--- config.mk ---
export PLATFORM = sky130hd
export DESIGN_NAME = adc_ladder_keypad_event_framer_top
export DESIGN_NICKNAME = d
export VERILOG_FILES = /design/src/hdl/alkef_pkg.sv /design/src/hdl/alkef_front.sv /design/src/hdl/alkef_evq.sv /design/src/hdl/alkef_back.sv /design/src/hdl/adc_ladder_keypad_event_framer_top.sv
export SDC_FILE = /design/constraint.sdc
export NUM_CORES = 1
export LEC_CHECK = 0
export ABC_AREA = 1
export BUFFER_PORTS_ARGS = -buffer_cell sky130_fd_sc_hd__buf_2
export CORE_MARGIN = 4
export CORE_UTILIZATION = 30
export DETAILED_ROUTE_END_ITERATION = 6
export GPL_TIMING_DRIVEN = 0
export PLACE_DENSITY = 0.51
export SLEW_MARGIN = 5
export SYNTH_ARGS = -nofsm -noshare
export SYNTH_HDL_FRONTEND = slang
export SYNTH_HIERARCHICAL = 1
export SYNTH_SLANG_ARGS = --single-unit
--- constraint.sdc ---
create_clock -name aclk -period 10.05 [get_ports aclk]
set_input_delay 1.005 -clock aclk [delete_from_list [all_inputs] [get_ports aclk]]
set_output_delay 1.005 -clock aclk [all_outputs]
set_load 0.01 [all_outputs]
--- src/hdl/alkef_pkg.sv ---
`default_nettype none

package alkef_pkg;

    // sample and configuration widths
    localparam int SAMPLE_W = 12;
    localparam int TOL_W    = 12;
    localparam int TICKS_W  = 16;
    localparam int BYTE_W   = 8;
    localparam int KEY_W    = 4;

    // hold counter width and the width used to compare it with thresholds
    localparam int HOLD_W = 16;
    localparam int CMP_W  = (HOLD_W > TICKS_W) ? HOLD_W : TICKS_W;

    // ladder table: idle first, then keys 1 to 10, in match priority order
    localparam int NUM_WIN = 11;
    localparam int WIN_W   = SAMPLE_W + 2;
    localparam logic [SAMPLE_W-1:0] LADDER [NUM_WIN] = '{
        12'd4095, 12'd3700, 12'd2440, 12'd950, 12'd0, 12'd3385,
        12'd1560, 12'd3120, 12'd1950, 12'd2860, 12'd1100
    };

    // packet constants
    localparam logic [BYTE_W-1:0] PKT_LEN_BYTE = 8'h03;
    localparam logic [BYTE_W-1:0] PKT_CMD_KEY  = 8'h01;
    localparam int PKT_BYTES = 6;
    localparam int POS_W     = 3;

    // event kinds
    localparam logic [1:0] EV_TAP     = 2'd0;
    localparam logic [1:0] EV_PUSH    = 2'd1;
    localparam logic [1:0] EV_RELEASE = 2'd2;
    localparam logic [1:0] EV_LONG    = 2'd3;

    // packet byte positions
    localparam logic [POS_W-1:0] POS_HDR0 = 3'd0;
    localparam logic [POS_W-1:0] POS_HDR1 = 3'd1;
    localparam logic [POS_W-1:0] POS_LEN  = 3'd2;
    localparam logic [POS_W-1:0] POS_CMD  = 3'd3;
    localparam logic [POS_W-1:0] POS_CODE = 3'd4;
    localparam logic [POS_W-1:0] POS_SUM  = 3'd5;

    // event queue between classifier and serializer
    localparam int Q_DEPTH = 4;
    localparam int Q_PTR_W = $clog2(Q_DEPTH);
    localparam int Q_CNT_W = $clog2(Q_DEPTH + 2);

    // configuration register map
    localparam int CFG_ADDR_W = 4;
    localparam logic [1:0] REG_TOL    = 2'd0;
    localparam logic [1:0] REG_LONG   = 2'd1;
    localparam logic [1:0] REG_SHORT  = 2'd2;
    localparam logic [1:0] REG_HEADER = 2'd3;

    // one queue entry: the events caused by one sample
    typedef struct packed {
        logic              two;
        logic [BYTE_W-1:0] code0;
        logic [BYTE_W-1:0] code1;
    } evt_t;

    // event code for a key and an event kind
    function automatic logic [BYTE_W-1:0] ev_code(input logic [KEY_W-1:0] key,
                                                  input logic [1:0] ev);
        logic [KEY_W-1:0] km1;
        km1 = key - KEY_W'(1);
        return {2'b00, km1, 2'b00} + BYTE_W'(1) + {6'b0, ev};
    endfunction

endpackage

`default_nettype wire

--- src/hdl/alkef_front.sv ---
`default_nettype none

module alkef_front
    import alkef_pkg::*;
(
    input  wire logic                aclk,
    input  wire logic                aresetn,
    input  wire logic                s_tvalid,
    output logic                     s_tready,
    input  wire logic [SAMPLE_W-1:0] sample,
    input  wire logic [TOL_W-1:0]    window_tolerance,
    input  wire logic [TICKS_W-1:0]  long_press_ticks,
    input  wire logic [TICKS_W-1:0]  short_press_ticks,
    input  wire logic [Q_CNT_W-1:0]  q_count,
    output logic                     push,
    output evt_t                     push_evt
);

    logic                kvalid_reg;
    logic [KEY_W-1:0]    key_reg;
    logic                match_any;
    logic [KEY_W-1:0]    match_key;

    logic [KEY_W-1:0]    prev_key_reg, prev_key_next;
    logic [HOLD_W-1:0]   hold_reg, hold_next;
    logic                lr_reg, lr_next;

    logic [HOLD_W-1:0]   hold_inc;
    logic [CMP_W-1:0]    hold_cmp, long_cmp, short_cmp;
    logic                is_long, is_short;

    // room for the item in stage a plus the new one
    assign s_tready = (q_count + {{(Q_CNT_W-1){1'b0}}, kvalid_reg}) < Q_CNT_W'(Q_DEPTH);

    // window match, first window in priority order wins
    always_comb begin
        logic [WIN_W-1:0] s_ext, t_ext, l_ext;
        s_ext     = WIN_W'(sample);
        t_ext     = WIN_W'(window_tolerance);
        match_any = 1'b0;
        match_key = '0;
        for (int i = NUM_WIN - 1; i >= 0; i--) begin
            l_ext = WIN_W'(LADDER[i]);
            if ((s_ext + t_ext >= l_ext) && (s_ext <= l_ext + t_ext)) begin
                match_any = 1'b1;
                match_key = KEY_W'(i);
            end
        end
    end

    // stage a: classified key
    always_ff @(posedge aclk) begin
        if (!aresetn) begin
            kvalid_reg <= 1'b0;
        end else begin
            kvalid_reg <= s_tvalid && s_tready && match_any;
        end
        key_reg <= match_key;
    end

    // saturating hold count and threshold compares
    assign hold_inc  = (hold_reg == '1) ? hold_reg : hold_reg + HOLD_W'(1);
    assign hold_cmp  = CMP_W'(hold_inc);
    assign long_cmp  = CMP_W'(long_press_ticks);
    assign short_cmp = CMP_W'(short_press_ticks);
    assign is_long   = hold_cmp >= long_cmp;
    assign is_short  = hold_cmp <= short_cmp;

    // stage b: key state update and event selection
    always_comb begin
        prev_key_next  = prev_key_reg;
        hold_next      = hold_reg;
        lr_next        = lr_reg;
        push           = 1'b0;
        push_evt.two   = 1'b0;
        push_evt.code0 = ev_code(key_reg, EV_PUSH);
        push_evt.code1 = ev_code(prev_key_reg, EV_TAP);
        if (kvalid_reg) begin
            hold_next = hold_inc;
            if (key_reg == prev_key_reg) begin
                if (key_reg != '0 && is_long && !lr_reg) begin
                    push           = 1'b1;
                    push_evt.code0 = ev_code(key_reg, EV_LONG);
                    lr_next        = 1'b1;
                end
            end else begin
                push          = 1'b1;
                hold_next     = '0;
                prev_key_next = key_reg;
                if (key_reg == '0) begin
                    push_evt.code0 = ev_code(prev_key_reg, EV_RELEASE);
                    lr_next        = 1'b0;
                    if (is_short) begin
                        push_evt.two = 1'b1;
                    end else if (is_long && !lr_reg) begin
                        push_evt.two   = 1'b1;
                        push_evt.code1 = ev_code(prev_key_reg, EV_LONG);
                    end
                end
            end
        end
    end

    // key state
    always_ff @(posedge aclk) begin
        if (!aresetn) begin
            prev_key_reg <= '0;
            hold_reg     <= '0;
            lr_reg       <= 1'b0;
        end else begin
            prev_key_reg <= prev_key_next;
            hold_reg     <= hold_next;
            lr_reg       <= lr_next;
        end
    end

endmodule

`default_nettype wire

--- src/hdl/alkef_evq.sv ---
`default_nettype none

module alkef_evq
    import alkef_pkg::*;
(
    input  wire logic               aclk,
    input  wire logic               aresetn,
    input  wire logic               push,
    input  wire evt_t               push_evt,
    input  wire logic               pop,
    output logic                    q_valid,
    output evt_t                    q_evt,
    output logic [Q_CNT_W-1:0]      q_count
);

    evt_t                 mem_reg [Q_DEPTH];
    logic [Q_PTR_W-1:0]   wr_ptr_reg, rd_ptr_reg;
    logic [Q_CNT_W-1:0]   count_reg;
    logic                 do_pop;

    assign q_valid = count_reg != '0;
    assign q_evt   = mem_reg[rd_ptr_reg];
    assign q_count = count_reg;
    assign do_pop  = pop && q_valid;

    // pointers and fill count
    always_ff @(posedge aclk) begin
        if (!aresetn) begin
            wr_ptr_reg <= '0;
            rd_ptr_reg <= '0;
            count_reg  <= '0;
        end else begin
            if (push) begin
                wr_ptr_reg <= wr_ptr_reg + Q_PTR_W'(1);
            end
            if (do_pop) begin
                rd_ptr_reg <= rd_ptr_reg + Q_PTR_W'(1);
            end
            if (push && !do_pop) begin
                count_reg <= count_reg + Q_CNT_W'(1);
            end else if (!push && do_pop) begin
                count_reg <= count_reg - Q_CNT_W'(1);
            end
        end
    end

    // entry storage
    always_ff @(posedge aclk) begin
        if (push) begin
            mem_reg[wr_ptr_reg] <= push_evt;
        end
    end

endmodule

`default_nettype wire

--- src/hdl/alkef_back.sv ---
`default_nettype none

module alkef_back
    import alkef_pkg::*;
(
    input  wire logic              aclk,
    input  wire logic              aresetn,
    input  wire logic              q_valid,
    input  wire evt_t              q_evt,
    output logic                   pop,
    input  wire logic [BYTE_W-1:0] header_byte,
    output logic                   m_tvalid,
    input  wire logic              m_tready,
    output logic [BYTE_W-1:0]      m_tdata,
    output logic                   m_tlast
);

    logic                cur_valid_reg;
    evt_t                cur_reg;
    logic [POS_W-1:0]    pos_reg;
    logic                ev_reg;
    logic                out_valid_reg;
    logic [BYTE_W-1:0]   out_data_reg;
    logic                out_last_reg;

    logic                adv;
    logic                fire;
    logic                at_end;
    logic                last_ev;
    logic [BYTE_W-1:0]   code;
    logic [BYTE_W-1:0]   byte_val;

    assign adv     = !out_valid_reg || m_tready;
    assign fire    = adv && cur_valid_reg;
    assign last_ev = ev_reg || !cur_reg.two;
    assign at_end  = (pos_reg == POS_SUM) && last_ev;
    assign pop     = !cur_valid_reg || (fire && at_end);
    assign code    = ev_reg ? cur_reg.code1 : cur_reg.code0;

    // packet byte for the current position
    always_comb begin
        unique case (pos_reg)
            POS_HDR0, POS_HDR1: byte_val = header_byte;
            POS_LEN:            byte_val = PKT_LEN_BYTE;
            POS_CMD:            byte_val = PKT_CMD_KEY;
            POS_CODE:           byte_val = code;
            POS_SUM:            byte_val = {header_byte[BYTE_W-2:0], 1'b0}
                                           + PKT_LEN_BYTE + PKT_CMD_KEY + code;
            default:            byte_val = '0;
        endcase
    end

    // current entry and position
    always_ff @(posedge aclk) begin
        if (!aresetn) begin
            cur_valid_reg <= 1'b0;
            pos_reg       <= POS_HDR0;
            ev_reg        <= 1'b0;
        end else begin
            if (pop) begin
                cur_valid_reg <= q_valid;
                pos_reg       <= POS_HDR0;
                ev_reg        <= 1'b0;
            end else if (fire) begin
                if (pos_reg == POS_SUM) begin
                    pos_reg <= POS_HDR0;
                    ev_reg  <= 1'b1;
                end else begin
                    pos_reg <= pos_reg + POS_W'(1);
                end
            end
        end
        if (pop) begin
            cur_reg <= q_evt;
        end
    end

    // output register
    always_ff @(posedge aclk) begin
        if (!aresetn) begin
            out_valid_reg <= 1'b0;
        end else if (adv) begin
            out_valid_reg <= cur_valid_reg;
        end
        if (fire) begin
            out_data_reg <= byte_val;
            out_last_reg <= at_end;
        end
    end

    assign m_tvalid = out_valid_reg;
    assign m_tdata  = out_data_reg;
    assign m_tlast  = out_last_reg;

endmodule

`default_nettype wire

--- src/hdl/adc_ladder_keypad_event_framer_top.sv ---
// keypad ladder decoder with event packet framing
//
// input beats (s_ group) carry one 12-bit adc sample of the keypad ladder,
// one per tick. each sample is matched against the idle and ten key windows;
// key changes and long holds become events, and each event goes out on the
// m_ group as a six-byte packet, one byte per beat: header, header, 3, 1,
// event code, byte-sum checksum. m_tlast marks the last byte of a sample.
// a sample that matches no window, or that changes nothing, sends nothing.
//
// throughput: one output byte per cycle while m_tready is high; a sample
// causes 0, 6 or 12 bytes, so samples are taken every cycle while the queue
// has room, and the byte serializer (one byte a cycle) sets the sustained
// sample rate. a four-entry event queue between classifier and serializer
// lets samples still come in while the receiver stalls; s_tready drops
// once the queue, counted with the sample held in the classifier, is full,
// and the output holds its beat until taken.
// reset (aresetn low, synchronous) returns the key state to idle, empties
// the queue and loads the registers with their default values.
// registers over apb: 0x0 window tolerance, 0x4 long-press ticks,
// 0x8 short-press ticks, 0xc header byte.
`default_nettype none

module adc_ladder_keypad_event_framer_top
    import alkef_pkg::*;
(
    input  wire logic                  aclk,
    input  wire logic                  aresetn,
    // apb register port
    input  wire logic                  psel,
    input  wire logic                  penable,
    input  wire logic                  pwrite,
    input  wire logic [CFG_ADDR_W-1:0] paddr,
    input  wire logic [31:0]           pwdata,
    output logic [31:0]                prdata,
    output logic                       pready,
    // sample input
    input  wire logic                  s_tvalid,
    output logic                       s_tready,
    input  wire logic [15:0]           s_tdata,   // [11:0] sample
    // packet byte output
    output logic                       m_tvalid,
    input  wire logic                  m_tready,
    output logic [7:0]                 m_tdata,   // [7:0] tx_byte
    output logic                       m_tlast    // last byte of a sample
);

    logic [TOL_W-1:0]   tol_reg;
    logic [TICKS_W-1:0] long_reg;
    logic [TICKS_W-1:0] short_reg;
    logic [BYTE_W-1:0]  header_reg;
    logic               wr_en;

    logic               push;
    evt_t               push_evt;
    logic               pop;
    logic               q_valid;
    evt_t               q_evt;
    logic [Q_CNT_W-1:0] q_count;

    assign pready = 1'b1;
    assign wr_en  = psel && penable && pwrite && pready;

    // configuration registers
    always_ff @(posedge aclk) begin
        if (!aresetn) begin
            tol_reg    <= TOL_W'(125);
            long_reg   <= TICKS_W'(300);
            short_reg  <= TICKS_W'(50);
            header_reg <= BYTE_W'(8'h55);
        end else if (wr_en) begin
            unique case (paddr[3:2])
                REG_TOL:    tol_reg    <= pwdata[TOL_W-1:0];
                REG_LONG:   long_reg   <= pwdata[TICKS_W-1:0];
                REG_SHORT:  short_reg  <= pwdata[TICKS_W-1:0];
                REG_HEADER: header_reg <= pwdata[BYTE_W-1:0];
                default:    ;
            endcase
        end
    end

    // register read
    always_comb begin
        unique case (paddr[3:2])
            REG_TOL:    prdata = 32'(tol_reg);
            REG_LONG:   prdata = 32'(long_reg);
            REG_SHORT:  prdata = 32'(short_reg);
            REG_HEADER: prdata = 32'(header_reg);
            default:    prdata = '0;
        endcase
    end

    alkef_front u_front (
        .aclk              (aclk),
        .aresetn           (aresetn),
        .s_tvalid          (s_tvalid),
        .s_tready          (s_tready),
        .sample            (s_tdata[SAMPLE_W-1:0]),
        .window_tolerance  (tol_reg),
        .long_press_ticks  (long_reg),
        .short_press_ticks (short_reg),
        .q_count           (q_count),
        .push              (push),
        .push_evt          (push_evt)
    );

    alkef_evq u_evq (
        .aclk     (aclk),
        .aresetn  (aresetn),
        .push     (push),
        .push_evt (push_evt),
        .pop      (pop),
        .q_valid  (q_valid),
        .q_evt    (q_evt),
        .q_count  (q_count)
    );

    alkef_back u_back (
        .aclk        (aclk),
        .aresetn     (aresetn),
        .q_valid     (q_valid),
        .q_evt       (q_evt),
        .pop         (pop),
        .header_byte (header_reg),
        .m_tvalid    (m_tvalid),
        .m_tready    (m_tready),
        .m_tdata     (m_tdata),
        .m_tlast     (m_tlast)
    );

    // queue never overfills
    a_q_bound: assert property (@(posedge aclk) disable iff (!aresetn)
        q_count <= Q_CNT_W'(Q_DEPTH))
        else $error("event queue count beyond depth");

    // an event entry is only pushed while there is room
    a_push_room: assert property (@(posedge aclk) disable iff (!aresetn)
        push |-> (q_count < Q_CNT_W'(Q_DEPTH)))
        else $error("event pushed into a full queue");

    // no output beat right after reset
    a_reset_idle: assert property (@(posedge aclk)
        !aresetn |=> !m_tvalid)
        else $error("output valid after reset");

    // an accepted sample always finds room in the queue
    a_accept_room: assert property (@(posedge aclk) disable iff (!aresetn)
        (s_tvalid && s_tready) |-> (q_count < Q_CNT_W'(Q_DEPTH)))
        else $error("sample accepted without queue room");

endmodule

`default_nettype wire
==> metrics.txt <==
Max Used Layer=met4; Post-synth top cells=nand2_1, nor2_1, inv_1, ha_1, nand3_1; IO Pins=103; Fill cells=5468; PD cells=151 nW/um^2; clock slew at reported path FFs=70 ps; minimum clock period=5190 ps; worst vdd ir=0.120 mV; maximum fanout along the worst path=8; Slowest-stage cell, CP=o21ai_0; max_slew headroom=41.5%; Tot Pwr=2.56 mW; RR Startpoint=u_front/hold_reg[0]; max_cap viols=0; ant diodes=0; largest net degree at the start of global routing=21; Post-Synthesis Mean Instance Area=7.38 sq um; Met3 Wirelength=2130 um; yosys warns=6; slowest stage delay, CP=510 ps; detailed-route via count=13800; Post-synth EDFFs=94; Syn Inst Count=2055; Setup Buffers After CTS=0; synthesized area=15200 sq um; Num CTS Buffers=17; Syn-to-layout area delta=11.9%; initial antenna violation count=0; Final Max Slew Viols=0; routed len/inst=16.6 um; CP Launch Point=u_front/hold_reg[0]; RSZ-0062 raised after global routing=no; area occupied by multi-input gates=9180 sq um; DR vias/cell=4.87; FF-to-FF setup slack=4860 ps; NumNets Final=2400; post-synthesis sequential area ratio=30.9%; worst-margin pin slew=876 ps; count of final hold-check violations=0; worst hold start=u_front/lr_reg; gpl congestion=0.912; remaining antenna violation count after routing=0; leading area contributor after synthesis=edfxtp_1; detailed placement HPWL=36900 um; fraction of registers with async set/reset=0%; post-route core utilization=33.9%; DRT iter0 DRCs=1043; H-tree depth=4; launching element type of the critical path=flop; WL final=47000 um; design area=17000 sq um; outcome=finished clean; Finish-stage setup viols=0; Static Leak=7.86 nW; post-route setup TNS=0 ps; hold buffers post-CTS=0; TritonCTS clock tree=yes; CTS Root Cell=clkbuf_16; first-pass GRT wire length=74000 um; metal2 WL=22400 um; Critical Path Most Common Cell=nand2_1; worst endpoint data arrival time=5530 ps; DR DRC count=0; CTS Buffer Depth=2; fin cells=2839; Largest register FFs=68; drt first pass iters=5; Starting Density=30.3%; Rows=82; Worst Setup End Kind=flop; Yosys top cell area share=18.6%; Clk Latency, worst-skew pair=450 ps; M1 WL=21600 um; Worst Setup Path Type=reg -> reg; DIE AREA=54200 sq um; Reg area=4680 sq um; most common cell in the netlist=nand2_1; critical path required time=10400 ps; IO Port Bufs=63; Cell Area, Placed=16400 sq um; DIE HEIGHT=233 um; fmax=0.193 GHz; share of layout cells above drive strength 1=11.1%; die width=233 um; Clock Sinks=187; top post-synthesis cells by area=edfxtp_1, ha_1, nand2_1; GRT Total Usage=17.3%; Clock Skew=10.4 ps; Main synth FF type=edfxtp_1; Seq cells post-synth=187; post_cts resized=0; period utilisation layout=51.6%; worst hold path class=reg -> reg; remaining global-route overflow=0; Netlist cell types=61; Core Box Area=50100 sq um; dpl cells=2807; vias in the first global route=13500
report_power, final:
| part | switching, mW | total, mW | internal, mW | leakage (nW) |
|---|---|---|---|---|
| sequential | 0.0573 | 0.999 | 0.941 | 1.60 |
| combinational | 0.594 | 0.891 | 0.297 | 5.97 |
| clock | 0.299 | 0.665 | 0.366 | 0.284 |
| total | 0.951 | 2.56 | 1.60 | 7.86 |
cells in the final DEF, fill, tap and decap left out, drive strengths merged, types with 3 or more instances in the layout:
master	instances
nor2	235
fa	3
o31ai	5
a21oi	121
a211oi	7
a21boi	3
o221ai	4
o211ai	10
xor2	64
inv	242
ha	184
nor4	6
nand4	35
o21bai	5
o22ai	18
conb	20
or2	6
nor3	38
clkbuf	34
o21a	4
a22oi	4
clkinv	7
nand2	536
xnor2	13
a31oi	5
buf	121
nand3	132
a21o	3
o21ai	98
nand3b	3
edfxtp	94
dfxtp	93
path summary, 6_finish.rpt:
kind,endpoint,cells past startpoint
max,u_evq/q_count[2],29
min,u_front/lr_reg,2
max reg2reg,u_evq/q_count[2],29
min reg2reg,u_front/lr_reg,2
through the flow:
| stage | hold slack (ps) | worst slack [ps] |
|---|---|---|
| detailed placement | 468 | 4820 |
| floorplan | 445 | 5790 |
| global route | 489 | 4330 |
| finish | 482 | 4860 |
| CTS | 477 | 4810 |
| global placement | 455 | 4800 |
routing by layer:
| layer | track usage (%) | vias up |
|---|---|---|
| met4 | 4.73 | 0 |
| met3 | 1.98 | 50 |
| met1 | 22.9 | 6449 |
| met2 | 29.8 | 351 |
| met5 | 0 | - |
| li1 | - | 6967 |
kinds of logic (layout without fill, tap and decap cells):
kind of cell	count (synthesis)	count (layout)	share of synthesized area [%]
flops	187	187	30.9
buf+inv	311	406	9.00
xor+xnor	77	77	4.45
other cells	3	20	0.0743
mux	1	1	0.0660
fa+ha+maj	187	187	15.6
simple gates	998	998	28.7
compound gates	291	291	11.2
layout make-up:
class                      count  share of cell area (%)
timing repair buffer          63                    1.86
buffer                        70                    2.67
multi-input combinational   1574                    54.1
inverter                     241                    5.37
sequential                   187                    27.6
clock inverter                10                   0.612
clock buffer                  22                    2.80
tap                          672                    4.96
worst max-delay path, delay by kind of cell (launching register included):
family / cells / cell delay [ps]
xor gates and xnor gates: 1 / 120
AOI/OAI and AO/OA: 1 / 510
and+or+nand+nor: 19 / 2530
DFF: 1 / 390
adders and majority gates: 4 / 1190
buffers and inverters: 4 / 340
No activity file was read; power rests on OpenSTA's default activity.
